===== src/rtl/clpe_pkg.sv =====
// Shared types, request and status codes for the circular list position engine.
package clpe_pkg;

    // Fixed field widths of the transaction payloads
    localparam int POS_W       = 16;
    localparam int DATA_IO_W   = 32;
    localparam int COUNT_OUT_W = 5;
    // Widest cell index for the largest supported depth (256 cells)
    localparam int IDX_W       = 8;

    // Request codes
    localparam logic [1:0] REQ_GET    = 2'd0;
    localparam logic [1:0] REQ_INSERT = 2'd1;
    localparam logic [1:0] REQ_REMOVE = 2'd2;
    localparam logic [1:0] REQ_ROTATE = 2'd3;

    // Status codes
    localparam logic [1:0] ST_OK    = 2'd0;
    localparam logic [1:0] ST_EMPTY = 2'd1;
    localparam logic [1:0] ST_FULL  = 2'd2;

    // Cell operation codes
    localparam logic [1:0] CELL_HOLD = 2'd0;
    localparam logic [1:0] CELL_ROT  = 2'd1;
    localparam logic [1:0] CELL_INS  = 2'd2;
    localparam logic [1:0] CELL_REM  = 2'd3;

    typedef struct packed {
        logic [1:0]           req_type;
        logic [POS_W-1:0]     position;
        logic [DATA_IO_W-1:0] data_in;
        logic                 rotate_dir;
        logic [POS_W-1:0]     rotate_units;
    } t_req;

    typedef struct packed {
        logic [DATA_IO_W-1:0]   data_out;
        logic [1:0]             status;
        logic [COUNT_OUT_W-1:0] count_out;
    } t_rsp;

    typedef struct packed {
        logic [1:0]       op;
        logic [IDX_W-1:0] idx;
        logic [IDX_W-1:0] last;
    } t_cell_ctrl;

endpackage


===== src/rtl/clpe_cell.sv =====
// One storage cell of the list chain: holds one word and takes from its neighbours.
module clpe_cell #(
    parameter int DEPTH      = 16,
    parameter int DATA_WIDTH = 32,
    parameter int INDEX      = 0
) (
    input  logic                  i_clk,
    input  clpe_pkg::t_cell_ctrl  i_ctrl,
    input  logic [DATA_WIDTH-1:0] i_left,
    input  logic [DATA_WIDTH-1:0] i_right,
    input  logic [DATA_WIDTH-1:0] i_head,
    input  logic [DATA_WIDTH-1:0] i_din,
    output logic [DATA_WIDTH-1:0] o_value
);
    import clpe_pkg::*;

    localparam int IW = $clog2(DEPTH);
    localparam logic [IW-1:0] MY_IDX = IW'(INDEX);

    logic [DATA_WIDTH-1:0] r_value;
    logic [DATA_WIDTH-1:0] n_value;
    logic [IW-1:0]         w_idx;
    logic [IW-1:0]         w_last;

    assign w_idx  = i_ctrl.idx[IW-1:0];
    assign w_last = i_ctrl.last[IW-1:0];

    always_comb begin
        n_value = r_value;
        case (i_ctrl.op)
            CELL_ROT: begin
                // advance one place towards the head, last live cell wraps to the old head
                if (MY_IDX < w_last) begin
                    n_value = i_right;
                end else if (MY_IDX == w_last) begin
                    n_value = i_head;
                end
            end
            CELL_INS: begin
                if (MY_IDX > w_idx) begin
                    n_value = i_left;
                end else if (MY_IDX == w_idx) begin
                    n_value = i_din;
                end
            end
            CELL_REM: begin
                if (MY_IDX >= w_idx) begin
                    n_value = i_right;
                end
            end
            default: begin
                n_value = r_value;
            end
        endcase
    end

    always_ff @(posedge i_clk) begin
        r_value <= n_value;
    end

    assign o_value = r_value;

endmodule


===== src/rtl/clpe_mod.sv =====
// Bit-serial remainder unit: a 16-bit value modulo the current list count.
module clpe_mod #(
    parameter int DEPTH = 16
) (
    input  logic                             i_clk,
    input  logic                             i_rst_n,
    input  logic                             i_start,
    input  logic [clpe_pkg::POS_W-1:0]       i_dividend,
    input  logic [$clog2(DEPTH+1)-1:0]       i_divisor,
    output logic                             o_done,
    output logic [$clog2(DEPTH+1)-1:0]       o_rem
);
    import clpe_pkg::*;

    localparam int CW = $clog2(DEPTH + 1);
    localparam int SW = $clog2(POS_W);

    logic              r_busy;
    logic              n_busy;
    logic              r_done;
    logic              n_done;
    logic [SW-1:0]     r_cnt;
    logic [SW-1:0]     n_cnt;
    logic [POS_W-1:0]  r_dvd;
    logic [POS_W-1:0]  n_dvd;
    logic [CW-1:0]     r_div;
    logic [CW-1:0]     n_div;
    logic [CW-1:0]     r_rem;
    logic [CW-1:0]     n_rem;
    logic [CW:0]       w_trial;

    assign w_trial = {r_rem, r_dvd[POS_W-1]};

    always_comb begin
        n_busy = r_busy;
        n_done = 1'b0;
        n_cnt  = r_cnt;
        n_dvd  = r_dvd;
        n_div  = r_div;
        n_rem  = r_rem;
        if (i_start) begin
            n_busy = 1'b1;
            n_cnt  = '0;
            n_dvd  = i_dividend;
            n_div  = i_divisor;
            n_rem  = '0;
        end else if (r_busy) begin
            // bring down one bit, subtract when the partial remainder reaches the divisor
            if (w_trial >= {1'b0, r_div}) begin
                n_rem = CW'(w_trial - {1'b0, r_div});
            end else begin
                n_rem = CW'(w_trial);
            end
            n_dvd = {r_dvd[POS_W-2:0], 1'b0};
            n_cnt = r_cnt + 1'b1;
            if (r_cnt == SW'(POS_W - 1)) begin
                n_busy = 1'b0;
                n_done = 1'b1;
            end
        end
    end

    always_ff @(posedge i_clk) begin
        if (!i_rst_n) begin
            r_busy <= 1'b0;
            r_done <= 1'b0;
            r_cnt  <= '0;
        end else begin
            r_busy <= n_busy;
            r_done <= n_done;
            r_cnt  <= n_cnt;
        end
        r_dvd <= n_dvd;
        r_div <= n_div;
        r_rem <= n_rem;
    end

    assign o_done = r_done;
    assign o_rem  = r_rem;

endmodule


===== src/rtl/circular_list_position_engine.sv =====
// Top level of the circular list position engine: sequencer, cell chain and result register.
//
// The list lives in a chain of DEPTH cells, cell 0 holding the head, and the engine serves one
// request at a time. Insert shifts the cells at and above the position one place up at once in
// the shift state, then gives its result. Remove first sweeps the ring once (one left rotation a
// cycle, picking the wanted word off the head as it passes), then closes the gap in the shift
// state. Get and rotate first reduce their 16-bit operand modulo the count in a bit-serial
// remainder unit, one bit a cycle, then get sweeps the whole ring and rotate performs its net
// number of single steps (below count), the ring moving one place per cycle. Requests on an
// empty list and inserts into a full list go straight to the result state. Results sit in an
// output register, so a new transaction is taken while the previous result still waits; the
// engine only stalls at its end until that register frees.
// count_out carries the low 5 bits of the count; data is zero-extended or truncated to 32 bits.
module circular_list_position_engine #(
    parameter int DEPTH      = 16,
    parameter int DATA_WIDTH = 32
) (
    input  logic            i_clk,
    input  logic            i_rst_n,
    input  logic            i_in_valid,
    output logic            o_in_ready,
    input  clpe_pkg::t_req  i_in,
    output logic            o_out_valid,
    input  logic            i_out_ready,
    output clpe_pkg::t_rsp  o_out
);
    import clpe_pkg::*;

    localparam int IW = $clog2(DEPTH);
    localparam int CW = $clog2(DEPTH + 1);

    // Sequencer states
    localparam logic [2:0] S_IDLE  = 3'd0;
    localparam logic [2:0] S_MOD   = 3'd1;
    localparam logic [2:0] S_SWEEP = 3'd2;
    localparam logic [2:0] S_SHIFT = 3'd3;
    localparam logic [2:0] S_DONE  = 3'd4;

    logic [2:0]            r_state;
    logic [2:0]            n_state;
    logic [CW-1:0]         r_count;
    logic [CW-1:0]         n_count;
    logic [1:0]            r_type;
    logic [1:0]            n_type;
    logic                  r_dir;
    logic                  n_dir;
    logic [DATA_WIDTH-1:0] r_din;
    logic [DATA_WIDTH-1:0] n_din;
    logic [IW-1:0]         r_idx;
    logic [IW-1:0]         n_idx;
    logic [CW-1:0]         r_len;
    logic [CW-1:0]         n_len;
    logic [CW-1:0]         r_step;
    logic [CW-1:0]         n_step;
    logic                  r_capture;
    logic                  n_capture;
    logic [DATA_WIDTH-1:0] r_data;
    logic [DATA_WIDTH-1:0] n_data;
    logic [1:0]            r_status;
    logic [1:0]            n_status;
    logic                  r_out_valid;
    logic                  n_out_valid;
    t_rsp                  r_out;
    t_rsp                  n_out;

    t_cell_ctrl            w_ctrl;
    logic [DATA_WIDTH-1:0] w_cell  [DEPTH];
    logic [DATA_WIDTH-1:0] w_left  [DEPTH];
    logic [DATA_WIDTH-1:0] w_right [DEPTH];
    logic [DATA_WIDTH-1:0] w_head;
    logic                  w_mod_start;
    logic [POS_W-1:0]      w_mod_dvd;
    logic                  w_mod_done;
    logic [CW-1:0]         w_rem;
    logic [CW-1:0]         w_steps;
    logic [POS_W-1:0]      w_cnt16;
    logic [63:0]           w_din64;
    logic [63:0]           w_data64;

    // Remainder unit for get positions and rotate distances
    clpe_mod #(
        .DEPTH (DEPTH)
    ) u_mod (
        .i_clk      (i_clk),
        .i_rst_n    (i_rst_n),
        .i_start    (w_mod_start),
        .i_dividend (w_mod_dvd),
        .i_divisor  (r_count),
        .o_done     (w_mod_done),
        .o_rem      (w_rem)
    );

    // Cell chain; the end cells see themselves where they have no neighbour
    for (genvar k = 0; k < DEPTH; k++) begin : g_cell
        if (k == 0) begin : g_first
            assign w_left[k] = w_cell[k];
        end else begin : g_inner_l
            assign w_left[k] = w_cell[k-1];
        end
        if (k == DEPTH - 1) begin : g_last
            assign w_right[k] = w_cell[k];
        end else begin : g_inner_r
            assign w_right[k] = w_cell[k+1];
        end

        clpe_cell #(
            .DEPTH      (DEPTH),
            .DATA_WIDTH (DATA_WIDTH),
            .INDEX      (k)
        ) u_cell (
            .i_clk   (i_clk),
            .i_ctrl  (w_ctrl),
            .i_left  (w_left[k]),
            .i_right (w_right[k]),
            .i_head  (w_head),
            .i_din   (r_din),
            .o_value (w_cell[k])
        );
    end

    assign w_head    = w_cell[0];
    assign w_cnt16   = POS_W'(r_count);
    assign w_din64   = 64'(i_in.data_in);
    assign w_data64  = 64'(r_data);
    assign w_mod_dvd = (i_in.req_type == REQ_GET) ? i_in.position : i_in.rotate_units;

    // Net number of left single steps: backward by u is forward by count - u
    always_comb begin
        if (r_dir) begin
            w_steps = w_rem;
        end else if (w_rem == '0) begin
            w_steps = '0;
        end else begin
            w_steps = r_count - w_rem;
        end
    end

    always_comb begin
        n_state     = r_state;
        n_count     = r_count;
        n_type      = r_type;
        n_dir       = r_dir;
        n_din       = r_din;
        n_idx       = r_idx;
        n_len       = r_len;
        n_step      = r_step;
        n_capture   = r_capture;
        n_data      = r_data;
        n_status    = r_status;
        n_out       = r_out;
        n_out_valid = r_out_valid;
        w_mod_start = 1'b0;
        w_ctrl.op   = CELL_HOLD;
        w_ctrl.idx  = IDX_W'(r_idx);
        w_ctrl.last = IDX_W'(r_count - 1'b1);

        // drop the result once the consumer takes it
        if (r_out_valid && i_out_ready) begin
            n_out_valid = 1'b0;
        end

        case (r_state)
            S_IDLE: begin
                if (i_in_valid) begin
                    n_type    = i_in.req_type;
                    n_dir     = i_in.rotate_dir;
                    n_din     = w_din64[DATA_WIDTH-1:0];
                    n_data    = '0;
                    n_status  = ST_OK;
                    n_capture = 1'b0;
                    n_step    = '0;
                    case (i_in.req_type)
                        REQ_INSERT: begin
                            if (r_count == CW'(DEPTH)) begin
                                n_status = ST_FULL;
                                n_state  = S_DONE;
                            end else begin
                                // at or past the end: append
                                if (i_in.position >= w_cnt16) begin
                                    n_idx = IW'(r_count);
                                end else begin
                                    n_idx = IW'(i_in.position);
                                end
                                n_state = S_SHIFT;
                            end
                        end
                        REQ_REMOVE: begin
                            if (r_count == '0) begin
                                n_status = ST_EMPTY;
                                n_state  = S_DONE;
                            end else begin
                                // at or past the last element: take the last one
                                if (i_in.position >= w_cnt16 - 1'b1) begin
                                    n_idx = IW'(r_count - 1'b1);
                                end else begin
                                    n_idx = IW'(i_in.position);
                                end
                                n_len     = r_count;
                                n_capture = 1'b1;
                                n_state   = S_SWEEP;
                            end
                        end
                        default: begin
                            // get and rotate both need their operand modulo the count
                            if (r_count == '0) begin
                                n_status = ST_EMPTY;
                                n_state  = S_DONE;
                            end else begin
                                w_mod_start = 1'b1;
                                n_state     = S_MOD;
                            end
                        end
                    endcase
                end
            end
            S_MOD: begin
                if (w_mod_done) begin
                    n_step = '0;
                    if (r_type == REQ_GET) begin
                        n_idx     = IW'(w_rem);
                        n_len     = r_count;
                        n_capture = 1'b1;
                        n_state   = S_SWEEP;
                    end else if (w_steps == '0) begin
                        n_state = S_DONE;
                    end else begin
                        n_len   = w_steps;
                        n_state = S_SWEEP;
                    end
                end
            end
            S_SWEEP: begin
                // rotate the live cells one place; after a full sweep the ring is back in order
                w_ctrl.op = CELL_ROT;
                if (r_capture && (r_step == CW'(r_idx))) begin
                    n_data = w_head;
                end
                n_step = r_step + 1'b1;
                if (r_step == r_len - 1'b1) begin
                    n_state = (r_type == REQ_REMOVE) ? S_SHIFT : S_DONE;
                end
            end
            S_SHIFT: begin
                if (r_type == REQ_INSERT) begin
                    w_ctrl.op = CELL_INS;
                    n_count   = r_count + 1'b1;
                end else begin
                    w_ctrl.op = CELL_REM;
                    n_count   = r_count - 1'b1;
                end
                n_state = S_DONE;
            end
            S_DONE: begin
                // hold until the result register is free
                if (!r_out_valid || i_out_ready) begin
                    n_out_valid     = 1'b1;
                    n_out.data_out  = w_data64[DATA_IO_W-1:0];
                    n_out.status    = r_status;
                    n_out.count_out = COUNT_OUT_W'(r_count);
                    n_state         = S_IDLE;
                end
            end
            default: begin
                n_state = S_IDLE;
            end
        endcase
    end

    always_ff @(posedge i_clk) begin
        if (!i_rst_n) begin
            r_state     <= S_IDLE;
            r_count     <= '0;
            r_out_valid <= 1'b0;
        end else begin
            r_state     <= n_state;
            r_count     <= n_count;
            r_out_valid <= n_out_valid;
        end
        r_type    <= n_type;
        r_dir     <= n_dir;
        r_din     <= n_din;
        r_idx     <= n_idx;
        r_len     <= n_len;
        r_step    <= n_step;
        r_capture <= n_capture;
        r_data    <= n_data;
        r_status  <= n_status;
        r_out     <= n_out;
    end

    assign o_in_ready  = (r_state == S_IDLE);
    assign o_out_valid = r_out_valid;
    assign o_out       = r_out;

    // The list never holds more words than there are cells
    a_count_bound: assert property (@(posedge i_clk) disable iff (!i_rst_n)
        r_count <= CW'(DEPTH))
        else $error("list count above depth");

    // A sweep never runs past its programmed length
    a_sweep_len: assert property (@(posedge i_clk) disable iff (!i_rst_n)
        (r_state == S_SWEEP) |-> (r_step < r_len))
        else $error("sweep step beyond length");

    // Modulo and sweep only ever work on a non-empty list
    a_nonempty: assert property (@(posedge i_clk) disable iff (!i_rst_n)
        ((r_state == S_MOD) || (r_state == S_SWEEP)) |-> (r_count != '0))
        else $error("modulo or sweep on empty list");

    // The remainder unit reports completion only while the sequencer waits for it
    a_mod_done: assert property (@(posedge i_clk) disable iff (!i_rst_n)
        w_mod_done |-> (r_state == S_MOD))
        else $error("remainder done outside modulo state");

endmodule


===== config.mk =====
export PLATFORM = sky130hd
export DESIGN_NAME = circular_list_position_engine
export DESIGN_NICKNAME = d
export VERILOG_FILES = /design/src/rtl/clpe_pkg.sv /design/src/rtl/clpe_cell.sv /design/src/rtl/clpe_mod.sv /design/src/rtl/circular_list_position_engine.sv
export SDC_FILE = /design/constraint.sdc
export NUM_CORES = 2
export LEC_CHECK = 0
export BUFFER_PORTS_ARGS = -buffer_cell sky130_fd_sc_hd__buf_2
export CAP_MARGIN = 20
export CORE_ASPECT_RATIO = 0.5
export CORE_MARGIN = 2
export CORE_UTILIZATION = 40
export DETAILED_ROUTE_END_ITERATION = 16
export GPL_TIMING_DRIVEN = 0
export SLEW_MARGIN = 30
export SYNTH_ARGS = -nofsm -noshare
export SYNTH_HDL_FRONTEND = slang
export SYNTH_SLANG_ARGS = --single-unit
export TNS_END_PERCENT = 10

===== constraint.sdc =====
create_clock -name i_clk -period 6.5 [get_ports i_clk]
set_input_delay 1.3 -clock i_clk [delete_from_list [all_inputs] [get_ports i_clk]]
set_output_delay 1.3 -clock i_clk [all_outputs]
set_load 0.005 [all_outputs]

After elaboration in Yosys (flattened, before gate mapping)
Cells that the tools add are included.

Bits in registers: 676. Input bits: 71. Logic and storage cells: 404. Output and inout bits: 41.

Reduce and logical (&&, ||, !) cells: 44. Multiplexer cells: 156. Equality and inequality tests: 106. $lt $le $gt $ge: 50. $add $sub $neg: 9. Bitwise operators: 2.

Operators by type and width (number): $mux W32 (80); $pmux W32 S3 (15); $pmux W32 S2 (2); $ne A3 B1 Y1 const B (30); $reduce_and A4 Y1 (17); $eq A4 B4 Y1 const A (16); $mux W5 (12); $mux W16 (3); $ne A2 B1 Y1 const B (20); $eq A3 B4 Y1 const A (8); $gt A4 B4 Y1 const A (8); $lt A4 B4 Y1 const A (8); $mux W3 (10); $ge A4 B4 Y1 const A (7); $mux W4 (7); $mux W1 (17); $eq A2 B4 Y1 const A (4); $ge A16 B16 Y1 (1); $ge A16 B5 Y1 (1); $ge A3 B4 Y1 const A (4); $gt A3 B4 Y1 const A (4); $lt A3 B4 Y1 const A (4); $ne A2 B2 Y1 const B (8); $pmux W4 S2 (2); 48 further kinds (79).

Logic depth before layout (Yosys ltp)
Depth in word-level cells: 8. Depth in mapped cells: 14. Mapped depth without buffers: 12.

By module
Synthesis repeated with hierarchy kept, for this count alone.

Cells, all modules: 3946. Area total of the unflattened synthesis: 44293.7 µm².

By module, submodules not included: circular_list_position_engine (area each 6248.5 µm², cells each 472, instances 1, seq. area each 3873.7 µm²); clpe_cell at g_cell[6].u_cell (area each 2663.8 µm², cells each 261, instances 1, seq. area each 960.9 µm²); clpe_cell at g_cell[14].u_cell (area each 2587.5 µm², cells each 224, instances 1, seq. area each 960.9 µm²); clpe_cell at g_cell[10].u_cell (area each 2582.5 µm², cells each 267, instances 1, seq. area each 960.9 µm²); clpe_cell at g_cell[2].u_cell (area each 2519.9 µm², cells each 226, instances 1, seq. area each 960.9 µm²); clpe_cell at g_cell[12].u_cell (area each 2452.4 µm², cells each 259, instances 1, seq. area each 960.9 µm²); clpe_cell at g_cell[8].u_cell (area each 2427.3 µm², cells each 183, instances 1, seq. area each 960.9 µm²); clpe_cell at g_cell[11].u_cell (area each 2407.3 µm², cells each 234, instances 1, seq. area each 960.9 µm²); clpe_cell at g_cell[3].u_cell (area each 2361.0 µm², cells each 186, instances 1, seq. area each 960.9 µm²); clpe_cell at g_cell[7].u_cell (area each 2359.8 µm², cells each 184, instances 1, seq. area each 960.9 µm²); clpe_cell at g_cell[13].u_cell (area each 2150.8 µm², cells each 181, instances 1, seq. area each 960.9 µm²); clpe_cell at g_cell[9].u_cell (area each 2104.5 µm², cells each 186, instances 1, seq. area each 960.9 µm²); clpe_cell at g_cell[4].u_cell (area each 2074.5 µm², cells each 192, instances 1, seq. area each 960.9 µm²); clpe_cell at g_cell[1].u_cell (area each 2000.7 µm², cells each 226, instances 1, seq. area each 960.9 µm²); +4 rows.

Least setup slack after synthesis
Ideal clock, no wire load.

Path type: reg2reg. Start point: reg r_state[1]. End point: reg g_cell[7].u_cell.r_value[0] (enable). Data required time: 6026 ps. Path slack: 1536 ps. Cell stages (with the launch flop): 12. Data arrival time: 4489 ps. Path through: dfxtp_1 > buf_2 > nor2b_1 > buf_2 > and2_1 > buf_2 > buf_2 > ha_1 > clkbuf_1 > or2_2 > clkbuf_1 > a221oi_1.

Word-level cells in the longest chain between the ends: 5. Elaborated cells between the ends (all ways): 11. Those cells by class: eq/ne: 8; mux: 1; reduce/logical: 2.

RTL lines: from (decl) (line circular_list_position_engine.sv:39) `logic [2:0] r_state;`; from (signal assigned) (line circular_list_position_engine.sv:275) `r_state <= n_state;`; $eq A3 B2 Y1 (line circular_list_position_engine.sv:162) `case (r_state)`; $pmux W2 S2 (*) (line circular_list_position_engine.sv:162); $eq A2 B2 Y1 / $eq A2 B1 Y1 (equally long branches) (line clpe_cell.sv:30) `case (i_ctrl.op)`; $ne A3 B1 Y1 (no line) (tied with other cells); $reduce_and A4 Y1 (no line) (*); to (signal assigned) (line clpe_cell.sv:58) `r_value <= n_value;`; to (decl) (line clpe_cell.sv:20) `logic [DATA_WIDTH-1:0] r_value;`.

Mark *: on every way between the ends. The rest lies on a longest branch, timed or not. A chain may end at the register's enable or synchronous reset.

Worst setup path in the final report
Start point: reg r_state[1]. End point: reg g_cell[1].u_cell.r_value[21], data pin.

Word-level cells in the longest chain between the ends: 4. Elaborated cells between the ends (all ways): 7. Those cells by class: eq/ne: 5; mux: 2.

RTL lines: $eq A3 B2 Y1 (line circular_list_position_engine.sv:162); $pmux W2 S2 (*) (line circular_list_position_engine.sv:162); $eq A2 B2 Y1 / $eq A2 B1 Y1 (equally long branches) (line clpe_cell.sv:30); $pmux W32 S3 (*) (line clpe_cell.sv:30); named net g_cell[1].u_cell.n_value[21] (line clpe_cell.sv:21) `logic [DATA_WIDTH-1:0] n_value;`; to (signal assigned) (line clpe_cell.sv:58); to (decl) (line clpe_cell.sv:20).

The timed path passes the listed nets; every way through them passes the cells marked *.

==> impl.org <==
** Clock network
- CTS saw 676 sinks.
- Maximum root-to-sink buffer count :: 3
- The number of setup buffers added after CTS is 0.
- Clock tree synthesis selected as its root buffer the cell clkbuf_16.
- Clock latency of the later-clocked register in the worst-skew pair :: approximately 670 ps
- Cts hold-fix bufs :: 0
- Clock slew at the register clock pins of the worst setup and hold paths :: roughly 70 ps
- TritonCTS built the clock tree.
- The number of gates resized after CTS was 0.
- Total clock buffers created by CTS :: 69
- In this run the number of H-tree levels came out at 3.

** Pwr
- Dividing total power by cell area gives a power density of around 260 nW/um2.
- The worst-case IR drop observed on VDD is 0.181 mV.
- Summed over all cells, the static leakage comes to around 15 nW.

** Min path
- The worst hold path was traced through 0 stages.
- Class of the tightest hold or removal check :: reg2reg

** STA
- Max Freq :: 206 MHz
- Setup violations remaining at the end of the flow were counted as 0.
- Final worst path period need :: about 5000 ps
- Dividing the final minimum period by the clock period gives roughly three quarters.
- Unrepaired setup endpoints after global routing :: no
- Slew Viols, Final :: 0
- WHS :: 411 ps
- Across the routed clock network, the largest skew measured is 24.4 ps.
- Worst slew margin :: 22.8%
- At the pin with the least slew margin, the transition time is ~1200 ps.
- Count of endpoints failing hold in the final timing report :: 0

** Yosys
- In this run, synthesis inferred between 600 and 700 flip-flops with an integrated enable.
- Number of instances in the synthesized netlist :: roughly 3400
- Cell variety after synth :: 66
- Net count of the mapped netlist :: approximately 3500
- Top flip-flop cell by instance count after synthesis :: edfxtp_1
- Number of warnings printed during yosys synthesis :: 0
- Summing the sequential cell areas from Yosys gives around 54% of the chip area.
- Averaged over all synthesized cells, the footprint is 10.8 um2.
- The cell area that synthesis handed to floorplanning was approximately 37000 um2.
- Synthesis inferred slightly below 700 register bits.
- In the synthesized netlist the async set-or-reset flop fraction comes to 0%.

** Placement
- At the end of routability-driven placement, the weighted congestion stood at 1.04.
- During placement, the flow inserted port buffers numbering between 100 and 150.
- Once detailed placement completed, the half-perimeter wirelength came to 118 mm.
- The placed instances occupy a cell area of between 30000 and 40000 um2.

** Worst setup path
- The kind of cell with the highest combined delay along the critical path is buffers and inverters.
- Worst setup path class :: reg2reg
- Counting buffers and inverters, the worst setup path is 13 cells deep.
- Data arrival, critical path :: ~5400 ps
- Critical Path RT :: around 7000 ps
- Count of buffering cells on the critical path with inverters included :: 7
- Delay contributed by the slowest stage of the critical path :: around 800 ps
- Setup crit end kind :: flop
- The worst setup path is launched from a flop.
- Critical-path cell with the highest stage delay :: clkbuf_1
- Cell count of the worst reg-to-reg path :: 13
- Largest driver fanout on the critical path :: 11
- Walking the worst path, the cells encountered are buf_2 -> nor2b_1 -> buf_2 -> and2_1 -> buf_2 -> buf_2 -> ha_1 -> clkbuf_1 -> nand2_1 -> a21oi_1 -> clkbuf_1 -> a222oi_1 -> inv_1.
- Cell type with the highest occurrence count on the critical path :: buf_2

** Global routing
- The number of global-route vias before repair is slightly below 30000.
- Global routing consumed, over all layers together, a little under a third of the routing resources.
- Largest net degree at the start of global routing :: 33
- The number of antenna violations at the first check in global routing came to 1.
- Global routing finished with a remaining overflow of 0.
- The first global-routing pass estimated between 200 and 250 mm of wire.

** Routing
- In the routed design, unresolved DRC markers number 0.
- WL final :: 150 mm
- In this run the remaining antenna-violating nets after routing total 0.
- The final route contains just over 30000 vias.
- In this run, the number of DRC markers left after iteration 0 of detailed routing was 5366.
- After detailed routing, the average wire length per cell comes to between 30 and 40 um.
- Vias per inst :: 6.29
- Pre-Repair DR Iteration Count :: 8

** Final layout
- From synthesis to final layout, the design area changed by 14.1%.
- Of the cells placed in the final design, the portion with a size suffix greater than 1 is around an eighth.
- Fillers :: roughly 8500
- Area of all placed cells without fillers :: 42100 um2
- For this run, the post-layout net count is ~3800.

** Run
- The tool flagged a number of max-cap violations equal to 0.

** Floorplan
- For this configuration, the core starts out at a cell density of between 40% and 50%.
- Die outline width :: approximately 430 um
- The die covers between 90000 and 100000 um2.
- Pin placement for this block handled between 100 and 150 I/O pins.
- Number of placement rows :: 78
- Area of the core region :: between 90000 and 100000 um2
- Die extent in y :: between 200 and 250 um

** Status
- The run finished with clean final reports.
## layout by cell type (no fill, tap or decap), types with 73 or more instances in the layout
cell       netlist  layout
mux2i_1        311     311
a221o_1        192     192
edfxtp_1       656     656
buf_2           86     200
clkbuf_16        0      73
nor2_1         133     131
o221ai_1       194     194
clkbuf_1       237     242
nand2_1        789     789
a21oi_1        248     244
## power by group
group	switching (mW)	total [mW]	leakage, nW	internal, mW
Combinational	1.09	1.64	8.08	0.553
Clock	1.85	4.22	1.10	2.37
Sequential	0.162	5.21	6.16	5.05
## sequential cells by signal, summed over array words and instances (netlist names), 2 cells and up
signal / count
r_state: 3
u_mod.r_div: 5
r_len: 5
u_mod.o_rem: 5
r_count: 5
r_idx: 4
r_status: 2
r_step: 5
g_cell.u_cell.o_value: 512
r_din: 32
u_mod.r_cnt: 4
u_mod.r_dvd: 16
r_data: 32
r_type: 2
o_out: 39
## through the flow
step	setup TNS [ps]	setup slack (ps)	utilization, %	power (mW)	instances
final	0	1640	46.3	11.1	4938
after CTS	0	1990	46.3	11.0	4936
after global placement	-289430	-2080	42.9	6.79	4774
after global routing	0	1700	46.3	11.3	4936
after floorplan	0	1540	-	6.23	3423
after detailed placement	0	2030	43.8	6.86	4813
## cells in the mapped netlist (all sizes together) (3+ instances only)
| cell | number | area (um2) |
|---|---|---|
| ha | 43 | 538 |
| nand4 | 6 | 37.5 |
| a311oi | 3 | 26.3 |
| nor2b | 9 | 56.3 |
| nand2 | 789 | 2960 |
| o2111ai | 3 | 26.3 |
| o22ai | 8 | 50.1 |
| dfxtp | 20 | 400 |
| inv | 64 | 240 |
| nor3b | 5 | 37.5 |
| mux2 | 38 | 428 |
| xor2 | 9 | 97.6 |
| mux2i | 311 | 3110 |
| and3 | 3 | 18.8 |
| and2 | 42 | 263 |
| a211oi | 5 | 37.5 |
| a21boi | 3 | 22.5 |
| o211ai | 40 | 300 |
| xnor2 | 16 | 159 |
| a222oi | 32 | 320 |
| o21ai | 27 | 135 |
| a221o | 192 | 1920 |
| nor2 | 137 | 539 |
| a31oi | 4 | 31.3 |
| a21oi | 252 | 1290 |
| o221ai | 194 | 1700 |
| edfxtp | 656 | 19700 |
| nand3 | 46 | 230 |
| or2 | 6 | 37.5 |
| or3 | 7 | 43.8 |
| nand2b | 10 | 62.6 |
| nor4 | 7 | 43.8 |
| a221oi | 6 | 52.6 |
| o21a | 5 | 37.5 |
| clkbuf | 237 | 890 |
| or4 | 3 | 22.5 |
| nor3 | 11 | 66.3 |
| buf | 154 | 746 |
## per-layer routing
| layer | GRT usage [%] | routed length [um] | up-vias |
|---|---|---|---|
| met2 | 42.5 | 58800 | 2288 |
| met5 | 0 | 0 | - |
| met1 | 46.3 | 65400 | 15200 |
| met4 | 8.34 | 4260 | 0 |
| li1 | - | - | 13300 |
| met3 | 10.1 | 22000 | 301 |
## layout make-up
class                   instances  area (um2)  share of cell area, %
repair buffers                150        1120                   2.66
inverters                      64         240                  0.571
clock buffers                  86        1880                   4.46
flip-flops and latches        676       20100                   47.8
plain buffers                 391        1650                   3.92
multi-input cells            2292       15200                   36.0
diodes                          2        5.00                 0.0119
clock inverters                37         388                  0.922
well taps                    1240        1550                   3.69
## logic make-up after synthesis
group / Yosys count / synth area share (%)
XOR/XNOR: 25 / 0.695
multiplexers: 349 / 9.60
flip-flops: 676 / 54.5
AO/OA/AOI/OAI: 788 / 16.5
AND/OR/NAND/NOR: 1085 / 12.1
buffers and inverters: 455 / 5.09
adder cells (fa/ha/maj): 45 / 1.57
## path summary, 6_finish.rpt
path / start / endpoint / slack, ps
max: r_state[1]$_SDFFE_PN0P_ / g_cell[1].u_cell.o_value[21]$_DFFE_PP_ / 1640
min: r_data[10]$_SDFFCE_PN0P_ / o_out[17]$_DFFE_PP_ / 410
max reg2reg: r_state[1]$_SDFFE_PN0P_ / g_cell[1].u_cell.o_value[21]$_DFFE_PP_ / 1640
min reg2reg: r_data[10]$_SDFFCE_PN0P_ / o_out[17]$_DFFE_PP_ / 410
(Power assumes the default switching activity.)
